### config.mk
export PLATFORM = sky130hd
export DESIGN_NAME = segmented_mmu_translate_protect_top
export DESIGN_NICKNAME = d
export VERILOG_FILES = /design/src/hdl/smmu_pkg.sv /design/src/hdl/smmu_ram.sv /design/src/hdl/segmented_mmu_translate_protect_top.sv
export SDC_FILE = /design/constraint.sdc
export NUM_CORES = 2
export LEC_CHECK = 0
export ABC_AREA = 0
export BUFFER_PORTS_ARGS = -buffer_cell sky130_fd_sc_hd__buf_2
export CORE_UTILIZATION = 35
export CTS_CLUSTER_SIZE = 8
export DETAILED_ROUTE_END_ITERATION = 10
export GPL_TIMING_DRIVEN = 0
export PLACE_DENSITY = 0.55
export SYNTH_ARGS = -nofsm -noshare
export SYNTH_HDL_FRONTEND = slang
export SYNTH_SLANG_ARGS = --single-unit
### constraint.sdc
create_clock -name clock -period 8.9 [get_ports clock]
set_input_delay 1.78 -clock clock [delete_from_list [all_inputs] [get_ports clock]]
set_output_delay 1.78 -clock clock [all_outputs]
set_load 0.02 [all_outputs]
### src/hdl/smmu_pkg.sv
// shared types and constants for the segmented mmu
`default_nettype none
package smmu_pkg;
   localparam logic [1:0] OP_XLATE = 2'd0;
   localparam logic [1:0] OP_CRD = 2'd1;
   localparam logic [1:0] OP_CWR = 2'd2;
   localparam logic [1:0] OP_NONE = 2'd3;

   localparam logic [7:0] AT_RD = 8'h01;
   localparam logic [7:0] AT_SYS = 8'h02;
   localparam logic [7:0] AT_CPUI = 8'h04;
   localparam logic [7:0] AT_EXC = 8'h08;
   localparam logic [7:0] AT_DMAI = 8'h10;
   localparam logic [7:0] AT_DIRW = 8'h20;
   localparam logic [7:0] AT_CHG = 8'h40;
   localparam logic [7:0] AT_REF = 8'h80;

   localparam logic [7:0] MD_MSEN = 8'h80;
   localparam logic [7:0] MD_TRNS = 8'h40;
   localparam logic [7:0] MD_URS = 8'h20;

   localparam logic [7:0] VK_FATL = 8'h80;
   localparam logic [7:0] VK_SWW = 8'h40;
   localparam logic [7:0] VK_PWW = 8'h20;
   localparam logic [7:0] VK_EXCV = 8'h10;
   localparam logic [7:0] VK_CPUIV = 8'h08;
   localparam logic [7:0] VK_SLV = 8'h04;
   localparam logic [7:0] VK_SYSV = 8'h02;
   localparam logic [7:0] VK_RDV = 8'h01;

   localparam logic [3:0] ST_FETCH = 4'hD;
   localparam logic [3:0] ST_WRITE = 4'hA;
   localparam logic [3:0] ST_READ = 4'h9;

   localparam logic [7:0] CMD_MODE = 8'h00;
   localparam logic [7:0] CMD_SAR = 8'h01;
   localparam logic [7:0] CMD_KIND = 8'h02;
   localparam logic [7:0] CMD_VSEG = 8'h03;
   localparam logic [7:0] CMD_VOFF = 8'h04;
   localparam logic [7:0] CMD_BSTAT = 8'h05;
   localparam logic [7:0] CMD_BASE = 8'h08;
   localparam logic [7:0] CMD_LIM = 8'h09;
   localparam logic [7:0] CMD_ATTR = 8'h0A;
   localparam logic [7:0] CMD_DESC = 8'h0B;
   localparam logic [7:0] CMD_BASE_I = 8'h0C;
   localparam logic [7:0] CMD_LIM_I = 8'h0D;
   localparam logic [7:0] CMD_ATTR_I = 8'h0E;
   localparam logic [7:0] CMD_DESC_I = 8'h0F;
   localparam logic [7:0] CMD_CLRV = 8'h11;
   localparam logic [7:0] CMD_CLRSWW = 8'h13;
   localparam logic [7:0] CMD_CLRFATL = 8'h14;
   localparam logic [7:0] CMD_SETCPUI = 8'h15;
   localparam logic [7:0] CMD_SETDMAI = 8'h16;
   localparam logic [7:0] CMD_DSC = 8'h20;

   typedef struct packed {
      logic [1:0] op;
      logic [6:0] seg_num;
      logic [15:0] offset;
      logic write_acc;
      logic user_mode;
      logic fetch_acc;
      logic [7:0] cmd;
      logic [7:0] data;
   } req_type;

   typedef struct packed {
      logic [23:0] phys_addr;
      logic fault;
      logic [7:0] read_data;
      logic seg_trap;
   } rsp_type;
endpackage
`default_nettype wire

### src/hdl/smmu_ram.sv
// generic simple dual-port ram (one write port, one read port) with registered read
`default_nettype none
module smmu_ram #(
   parameter int WIDTH = 32,
   parameter int DEPTH = 64
) (
   input wire logic clock,
   input wire logic wr_en,
   input wire logic [$clog2(DEPTH)-1:0] wr_addr,
   input wire logic [WIDTH-1:0] wr_data,
   input wire logic [$clog2(DEPTH)-1:0] rd_addr,
   output logic [WIDTH-1:0] rd_data
);
   logic [WIDTH-1:0] mem [DEPTH];
   always_ff @(posedge clock) begin
      if (wr_en) mem[wr_addr] <= wr_data;
      rd_data <= mem[rd_addr];
   end
endmodule
`default_nettype wire

### src/hdl/segmented_mmu_translate_protect_top.sv
// segmented mmu top level: descriptor ram, sequencer and violation registers
//  channel | direction | payload          | handshake
//  req     | in        | smmu_pkg::req_type | req_valid / req_stall
//  rsp     | out       | smmu_pkg::rsp_type | rsp_valid / rsp_stall
// an item passes through accept, descriptor read, execute and write back, then result
// the result is registered at the end of execute and is valid in the result state
// bulk inhibit commands walk the table, reading and then writing back each entry
// after reset the table is cleared one entry per cycle, with req_stall high until done
// the result is held in an output register while rsp_stall is high
`default_nettype none
module segmented_mmu_translate_protect_top #(
   parameter int NUM_SEGMENTS = 64
) (
   input wire logic clock,
   input wire logic reset,
   input wire logic req_valid,
   output logic req_stall,
   input wire smmu_pkg::req_type req_data,
   output logic rsp_valid,
   input wire logic rsp_stall,
   output smmu_pkg::rsp_type rsp_data
);
   localparam int AW = $clog2(NUM_SEGMENTS);

   typedef enum logic [2:0] {S_CLEAR, S_IDLE, S_READ, S_EXEC, S_BULK_RD, S_BULK_WR, S_OUT}
      state_type;

   state_type state_ff;
   smmu_pkg::req_type req_ff;
   logic [AW-1:0] idx_ff;
   logic [7:0] mode_ff;
   logic [5:0] sar_ff;
   logic [1:0] dsc_ff;
   logic [7:0] vkind_ff;
   logic [6:0] vseg_ff;
   logic [15:0] voff_ff;
   logic [5:0] bstat_ff;
   logic capt_ff, trap_ff, warn_ff;
   smmu_pkg::rsp_type rsp_ff;
   smmu_pkg::rsp_type rsp_in;

   logic wr_en;
   logic [AW-1:0] wr_addr, rd_addr;
   logic [31:0] wr_word, rd_word;

   smmu_ram #(.WIDTH(32), .DEPTH(NUM_SEGMENTS)) u_desc (
      .clock(clock), .wr_en(wr_en), .wr_addr(wr_addr), .wr_data(wr_word),
      .rd_addr(rd_addr), .rd_data(rd_word)
   );

   // descriptor number modulo table size by up to four compare and subtract steps (exact while n < 5*NUM_SEGMENTS)
   function automatic logic [AW-1:0] to_idx(input logic [5:0] n);
      logic [6:0] v;
      v = {1'b0, n};
      for (int k = 0; k < 4; k++)
         if (v >= 7'(NUM_SEGMENTS)) v = v - 7'(NUM_SEGMENTS);
      return v[AW-1:0];
   endfunction

   logic [AW-1:0] item_idx;
   assign item_idx = (req_ff.op == smmu_pkg::OP_XLATE) ? to_idx(req_ff.seg_num[5:0])
                                                       : to_idx(sar_ff);
   always_comb begin
      rd_addr = item_idx;
      if (state_ff == S_BULK_RD || state_ff == S_BULK_WR) rd_addr = idx_ff;
   end

   logic [15:0] d_base;
   logic [7:0] d_lim, d_attr;
   assign d_base = rd_word[31:16];
   assign d_lim = rd_word[15:8];
   assign d_attr = rd_word[7:0];

   // translate decode
   logic [7:0] page;
   logic untrans;
   logic [7:0] hkind;
   logic [7:0] nattr;
   logic pww;
   logic [3:0] st;
   assign page = req_ff.offset[15:8];
   assign untrans = !(mode_ff[7] && mode_ff[6]) || (req_ff.seg_num[6] != mode_ff[5]);
   assign st = req_ff.fetch_acc ? smmu_pkg::ST_FETCH
             : (req_ff.write_acc ? smmu_pkg::ST_WRITE : smmu_pkg::ST_READ);
   always_comb begin
      priority if ((d_attr & smmu_pkg::AT_CPUI) != 0) hkind = smmu_pkg::VK_CPUIV;
      else if ((d_attr & smmu_pkg::AT_DIRW) != 0 ? page < d_lim : page > d_lim)
         hkind = smmu_pkg::VK_SLV;
      else if ((d_attr & smmu_pkg::AT_RD) != 0 && req_ff.write_acc) hkind = smmu_pkg::VK_RDV;
      else if ((d_attr & smmu_pkg::AT_SYS) != 0 && req_ff.user_mode)
         hkind = smmu_pkg::VK_SYSV;
      else if ((d_attr & smmu_pkg::AT_EXC) != 0 && !req_ff.fetch_acc)
         hkind = smmu_pkg::VK_EXCV;
      else hkind = 8'd0;
   end
   assign nattr = d_attr | smmu_pkg::AT_REF | (req_ff.write_acc ? smmu_pkg::AT_CHG : 8'd0);
   assign pww = (d_attr & smmu_pkg::AT_DIRW) != 0 && req_ff.write_acc && page == d_lim;

   // field access decode
   logic is_field;
   logic [1:0] which;
   logic [7:0] fbyte;
   logic [31:0] fword;
   logic [5:0] sar_n;
   logic [1:0] dsc_n;
   always_comb begin
      is_field = req_ff.cmd[7:3] == 5'b00001;
      unique case (req_ff.cmd[1:0])
         2'd0: which = {1'b0, dsc_ff[0]};
         2'd1: which = 2'd2;
         2'd2: which = 2'd3;
         default: which = dsc_ff;
      endcase
      unique case (which)
         2'd0: fbyte = d_base[15:8];
         2'd1: fbyte = d_base[7:0];
         2'd2: fbyte = d_lim;
         default: fbyte = d_attr;
      endcase
      fword = rd_word;
      unique case (which)
         2'd0: fword[31:24] = req_ff.data;
         2'd1: fword[23:16] = req_ff.data;
         2'd2: fword[15:8] = req_ff.data;
         default: fword[7:0] = req_ff.data;
      endcase
      sar_n = sar_ff;
      dsc_n = dsc_ff;
      unique case (req_ff.cmd[1:0])
         2'd0: begin
            dsc_n = dsc_ff[0] ? 2'd0 : 2'd1;
            if (dsc_ff[0] && req_ff.cmd[2]) sar_n = sar_ff + 6'd1;
         end
         2'd3: begin
            dsc_n = dsc_ff + 2'd1;
            if (dsc_ff == 2'd3 && req_ff.cmd[2]) sar_n = sar_ff + 6'd1;
         end
         default: if (req_ff.cmd[2]) sar_n = sar_ff + 6'd1;
      endcase
   end

   // violation latch
   logic viol, vhard;
   logic [7:0] vk_in, kind;
   logic fatal, sww;
   always_comb begin
      vhard = hkind != 0;
      viol = state_ff == S_EXEC && req_ff.op == smmu_pkg::OP_XLATE && !untrans
             && (vhard || pww);
      kind = vhard ? hkind : smmu_pkg::VK_PWW;
      fatal = capt_ff && (vhard || req_ff.user_mode);
      sww = !vhard && !req_ff.user_mode && (vkind_ff & smmu_pkg::VK_PWW) != 0 && !fatal;
      vk_in = (capt_ff ? (vkind_ff | kind) : kind)
              | (fatal ? smmu_pkg::VK_FATL : 8'd0) | (sww ? smmu_pkg::VK_SWW : 8'd0);
   end

   logic [7:0] crd;
   always_comb begin
      unique case (req_ff.cmd)
         smmu_pkg::CMD_MODE: crd = mode_ff;
         smmu_pkg::CMD_SAR: crd = {2'd0, sar_ff};
         smmu_pkg::CMD_DSC: crd = {6'd0, dsc_ff};
         smmu_pkg::CMD_KIND: crd = vkind_ff;
         smmu_pkg::CMD_VSEG: crd = {1'b0, vseg_ff};
         smmu_pkg::CMD_VOFF: crd = voff_ff[15:8];
         smmu_pkg::CMD_BSTAT: crd = {2'd0, bstat_ff};
         default: crd = is_field ? fbyte : 8'd0;
      endcase
   end

   always_comb begin
      wr_en = 1'b0;
      wr_addr = item_idx;
      wr_word = rd_word;
      unique case (state_ff)
         S_CLEAR: begin
            wr_en = 1'b1;
            wr_addr = idx_ff;
            wr_word = 32'd0;
         end
         S_BULK_WR: begin
            wr_en = 1'b1;
            wr_addr = idx_ff;
            wr_word = {rd_word[31:8], rd_word[7:0] |
               (req_ff.cmd == smmu_pkg::CMD_SETCPUI ? smmu_pkg::AT_CPUI : smmu_pkg::AT_DMAI)};
         end
         S_EXEC: begin
            if (req_ff.op == smmu_pkg::OP_XLATE) begin
               wr_en = !untrans && !vhard;
               wr_word = {rd_word[31:8], nattr};
            end else if (req_ff.op == smmu_pkg::OP_CWR) begin
               wr_en = is_field;
               wr_word = fword;
            end
         end
         default: ;
      endcase
   end

   logic [23:0] ident;
   assign ident = {1'b0, req_ff.seg_num, req_ff.offset};

   // result of the item in execute
   always_comb begin
      rsp_in = '0;
      rsp_in.seg_trap = trap_ff;
      unique case (req_ff.op)
         smmu_pkg::OP_XLATE: begin
            rsp_in.phys_addr = (untrans || vhard) ? ident
               : ({d_base, 8'd0} + {8'd0, req_ff.offset});
            rsp_in.fault = !untrans && vhard;
            if (viol && (vk_in & (smmu_pkg::VK_FATL | smmu_pkg::VK_SWW)) == 8'd0)
               rsp_in.seg_trap = 1'b1;
         end
         smmu_pkg::OP_CRD: rsp_in.read_data = crd;
         smmu_pkg::OP_CWR: if (req_ff.cmd == smmu_pkg::CMD_CLRV) rsp_in.seg_trap = 1'b0;
         default: ;
      endcase
   end

   assign req_stall = state_ff != S_IDLE;
   assign rsp_valid = state_ff == S_OUT;
   assign rsp_data = rsp_ff;

   always_ff @(posedge clock) begin
      if (reset) begin
         state_ff <= S_CLEAR;
         idx_ff <= '0;
         mode_ff <= smmu_pkg::MD_MSEN;
         sar_ff <= '0;
         dsc_ff <= '0;
         vkind_ff <= '0;
         vseg_ff <= '0;
         voff_ff <= '0;
         bstat_ff <= '0;
         capt_ff <= 1'b0;
         trap_ff <= 1'b0;
         warn_ff <= 1'b0;
      end else begin
         unique case (state_ff)
            S_CLEAR: begin
               idx_ff <= idx_ff + 1'b1;
               if (idx_ff == AW'(NUM_SEGMENTS - 1)) state_ff <= S_IDLE;
            end
            S_IDLE: if (req_valid) begin
               req_ff <= req_data;
               state_ff <= S_READ;
            end
            S_READ: state_ff <= S_EXEC;
            S_BULK_RD: state_ff <= S_BULK_WR;
            S_BULK_WR: begin
               idx_ff <= idx_ff + 1'b1;
               if (idx_ff == AW'(NUM_SEGMENTS - 1)) begin
                  rsp_ff <= '{phys_addr: 24'd0, fault: 1'b0, read_data: 8'd0,
                              seg_trap: trap_ff};
                  state_ff <= S_OUT;
               end else state_ff <= S_BULK_RD;
            end
            S_EXEC: begin
               state_ff <= S_OUT;
               rsp_ff <= rsp_in;
               unique case (req_ff.op)
                  smmu_pkg::OP_XLATE: begin
                     if (viol) begin
                        vkind_ff <= vk_in;
                        if (!capt_ff) begin
                           vseg_ff <= req_ff.seg_num;
                           voff_ff <= req_ff.offset;
                           bstat_ff <= {req_ff.user_mode, req_ff.write_acc, st};
                           capt_ff <= 1'b1;
                        end
                        if ((vk_in & (smmu_pkg::VK_FATL | smmu_pkg::VK_SWW)) == 0) begin
                           trap_ff <= 1'b1;
                           if (!vhard) warn_ff <= 1'b1;
                        end
                     end
                  end
                  smmu_pkg::OP_CRD: begin
                     if (is_field) begin
                        sar_ff <= sar_n;
                        dsc_ff <= dsc_n;
                     end
                  end
                  smmu_pkg::OP_CWR: begin
                     if (is_field) begin
                        sar_ff <= sar_n;
                        dsc_ff <= dsc_n;
                     end
                     unique case (req_ff.cmd)
                        smmu_pkg::CMD_MODE: mode_ff <= req_ff.data;
                        smmu_pkg::CMD_SAR: begin
                           sar_ff <= req_ff.data[5:0];
                           dsc_ff <= 2'd0;
                        end
                        smmu_pkg::CMD_DSC: dsc_ff <= req_ff.data[1:0];
                        smmu_pkg::CMD_CLRV: begin
                           vkind_ff <= 8'd0;
                           capt_ff <= 1'b0;
                           trap_ff <= 1'b0;
                        end
                        smmu_pkg::CMD_CLRSWW: vkind_ff <= vkind_ff & ~smmu_pkg::VK_SWW;
                        smmu_pkg::CMD_CLRFATL: vkind_ff <= vkind_ff & ~smmu_pkg::VK_FATL;
                        smmu_pkg::CMD_SETCPUI, smmu_pkg::CMD_SETDMAI: begin
                           idx_ff <= '0;
                           state_ff <= S_BULK_RD;
                        end
                        default: ;
                     endcase
                  end
                  default: ;
               endcase
            end
            S_OUT: if (!rsp_stall) state_ff <= S_IDLE;
            default: state_ff <= S_IDLE;
         endcase
      end
   end
endmodule
`default_nettype wire
==> results.yml <==
layout:
  multi_input_area_um2: 21900
  n_fill_cell: 22600
  fin_util: 0.423
  layout.area.seq_um2: 65600
  layout_commonest_cell: "edfxtp_1"
  stdcell_count: 10400
  final_layout_size_suffix_gt1_frac: 0.136
  mostFrequentLayoutCells: "2,126 x edfxtp_1, 1,578 x nand2_1, 1,041 x nand3_1, 335 x clkbuf_16, 308 x clkbuf_1"
  final_net_count: 7037
  area.growth.synth_to_final_pct: 20.3
grt:
  antenna_found_initial: 22
  grt.total_usage: 0.241
  grt_overflow_total: 0
  grt_pass1_wl_um: 433000
  grt_pass1_vias: 56000
  grt_max_degree: 65
drt:
  drcViolationCount: 0
  first_pass_iters: 8
  totalWireLength_um: 314000
  drtIter0Drc: 8208
  vias: 59000
  avgRoutedWirePerCell_um: 30.1
  avgViaCountPerCell: 5.67
  ant_nets: 0
clocking:
  cts_setup_buffers: 0
  clock_latency_ns: 0.95
  cts_buffer_depth: 4
  path_clk_slew_ns: 0.05
  clockRootBuffer: "clkbuf_16"
  cts_hold_buf: 0
  cts_buffers: 328
  htree_levels: 5
  clock-sinks: 2214
  cts_resized: 0
  tritoncts: "built"
outcome:
  status: "complete, but fails checks"
  violations: "max-capacitance violations, max-slew violations"
timing:
  clock.fmax_mhz: 161
  setup_viol: 0
  fin_crit_ns: 6.23
  grt_setup_unrepaired: "no"
  finalMaxSlewViolations: 21
  timing.hold.ws_ns: 0.447
  min_period_over_period: 0.700
  final-hold-violation-count: 0
  slew_headroom: -0.0515
  tightest_slew_ns: 1.57
  finClkSkew_ns: 0.0797
yosys:
  syn_inst: 6371
  synth_compound_area_frac: 0.0409
  synthXorXnorAreaFrac: 0.00188
  syn_area_um2: 88300
  ys_seq_elements: 2214
  synth_flop_cell: "edfxtp_1"
  synth.mux.area_fraction: 0.0446
  synth.distinct_cells: 76
  ys_seq_area_frac: 0.743
  synth_top_family_by_area: "simple AND/OR/NAND/NOR gates"
  avgSynthCellArea_um2: 13.9
  ys_async_sr_fraction: 0
  syn_nets: 6447
  yosysWarnings: 0
  synthAdderAreaFrac: 0.00414
  synth_edf_count: 2126
  synth_simple_gate_area_share: 0.145
power:
  swShare: 0.198
  power_w: 0.0226
  p_switching_w: 0.00446
  comb_power_share: 0.010
  seqPwrFrac: 0.503
  peakVddDrop_v: 0.000212
  p_int_w: 0.0181
  leakage_nw: 35.5
  power_density_nw_per_um2: 212
  clkPwrFrac: 0.487
placed_design:
  port_buffers: 83
  dp.cells: 9973
  dp_hpwl_um: 219000
  place_congestion: 0.943
die:
  coreArea_um2: 251000
  chipHeight_um: 504
  placementRows: 184
  io-pin-count: 84
  die_w_um: 504
  dieArea_um2: 254000
  initial_utilization: 0.352
setup_path:
  slowest_stage: "a211oi_4"
  crit_required_ns: 9.51
  cp_max_fo: 11
  slowest_delay_ns: 1.07
  endpoint_kind: "flip-flop"
  criticalPathCategory: "flip-flop to flip-flop"
  arrival_ns: 6.83
  path_cells: "inv_1, ha_1, buf_2, nand2_1, or2_2, clkbuf_1, nor4_1, o21bai_1, clkbuf_1, a211oi_4, buf_8, buf_16, buf_8"
  startpoint_type: "flip-flop"
hold_path:
  hold_path.class: "flip-flop to flip-flop"
job:
  maxCapViolCount: 3
flip-flops by register name (all words and copies together) (netlist names), 7 cells and up:
name,flops
req_ff,21
ident,23
voff_ff,8
u_desc.mem,2048
vkind_ff,8
rsp_data,34
mode_ff,8
vseg_ff,7
u_desc.rd_data,32
path summary, 6_finish.rpt:
kind                       startpoint                           end  slack, ns  depth (start not counted)
max              req_ff[42]$_DFFE_PP_  u_desc.mem[10][20]$_DFFE_PP_       2.67                         13
min          bstat_ff[3]$_SDFFE_PP0P_      bstat_ff[3]$_SDFFE_PP0P_       0.45                          2
max reg2reg      req_ff[42]$_DFFE_PP_  u_desc.mem[10][20]$_DFFE_PP_       2.67                         13
min reg2reg  bstat_ff[3]$_SDFFE_PP0P_      bstat_ff[3]$_SDFFE_PP0P_       0.45                          2
critical path: cells and delay by family, from the launching register on:
kind | cells | cell delay [ns]
buffers and inverters | 7 | 1.85
adders and majority gates | 1 | 0.25
AOI/OAI and AO/OA | 2 | 1.63
and+or+nand+nor | 3 | 1.72
DFF | 1 | 0.41
metal layers:
layer / up-vias / track usage / wire length [um]
met3: 727 / 0.0678 / 34200
li1: 25100 / - / -
met5: - / 0 / 82
met1: 29900 / 0.314 / 122000
met2: 3340 / 0.371 / 141000
met4: 12 / 0.115 / 16600
power by group through the flow:
stage	registers, W	logic (W)	clock network [W]
6_report	0.0113	0.000228	0.0110
5_1_grt	0.0113	0.000236	0.0115
4_1_cts	0.0113	0.000220	0.0111
3_5_place_dp	0.0115	0.000219	0
3_3_place_gp	0.0116	0.000168	0
2_1_floorplan	0.0115	0.0000864	0
area by class of cell:
| class | instances | area share |
|---|---|---|
| sequential | 2214 | 0.617 |
| multi-input combinational | 3735 | 0.206 |
| clock buffer | 417 | 0.0819 |
| tap | 3348 | 0.0394 |
| timing repair buffer | 260 | 0.0368 |
| buffer | 393 | 0.0162 |
| inverter | 29 | 0.00102 |
| clock inverter | 10 | 0.000907 |
| antenna | 7 | 0.000165 |
cells in the mapped netlist (all sizes together) (4+ instances only):
| cell | count | share of area |
|---|---|---|
| or4 | 31 | 0.0026 |
| ha | 26 | 0.0037 |
| o21ai | 56 | 0.0032 |
| o211ai | 4 | 0.00034 |
| o21a | 6 | 0.00051 |
| and2 | 4 | 0.00028 |
| or2 | 9 | 0.00064 |
| nor3 | 35 | 0.0020 |
| mux2 | 16 | 0.0021 |
| a31oi | 25 | 0.0018 |
| a41oi | 70 | 0.0069 |
| edfxtp | 2126 | 0.72 |
| nand2 | 1579 | 0.067 |
| xor2 | 7 | 0.00069 |
| nor4 | 11 | 0.00085 |
| mux4 | 100 | 0.026 |
| nand3 | 1041 | 0.059 |
| xnor2 | 12 | 0.0012 |
| nor2b | 15 | 0.0011 |
| and3 | 22 | 0.0016 |
| o22ai | 51 | 0.0036 |
| dfxtp | 88 | 0.020 |
| a32oi | 24 | 0.0024 |
| clkbuf | 228 | 0.0097 |
| a21oi | 69 | 0.0039 |
| nor3b | 6 | 0.00051 |
| a21o | 7 | 0.00059 |
| nand2b | 5 | 0.00044 |
| a211oi | 89 | 0.0076 |
| inv | 29 | 0.0012 |
| nor2 | 111 | 0.0048 |
| buf | 165 | 0.0098 |
| mux2i | 141 | 0.016 |
| nand4 | 40 | 0.0028 |
| or3 | 9 | 0.00064 |
| a222oi | 8 | 0.00091 |
| a22o | 34 | 0.0034 |
| a22oi | 33 | 0.0028 |
stage by stage:
stage | TNS, ns | cell area (um^2) | worst slack [ns]
3_3_place_gp | -1025.31 | 92900 | -1.90
4_1_cts | 0 | 106000 | 3.05
6_report | 0 | 106000 | 2.67
3_5_place_dp | 0 | 97400 | 3.10
5_1_grt | 0 | 106000 | 2.77
2_1_floorplan | 0 | 88300 | 2.93
cell families (layout without fill, tap and decap cells):
group	Yosys count	in the layout
other	0	7
adder cells (fa/ha/maj)	28	28
AND/OR/NAND/NOR	2926	2926
XOR/XNOR	19	19
flip-flops	2214	2214
buffers and inverters	422	1109
multiplexers	257	257
AO/OA/AOI/OAI	505	505
(Power assumes the default switching activity.)
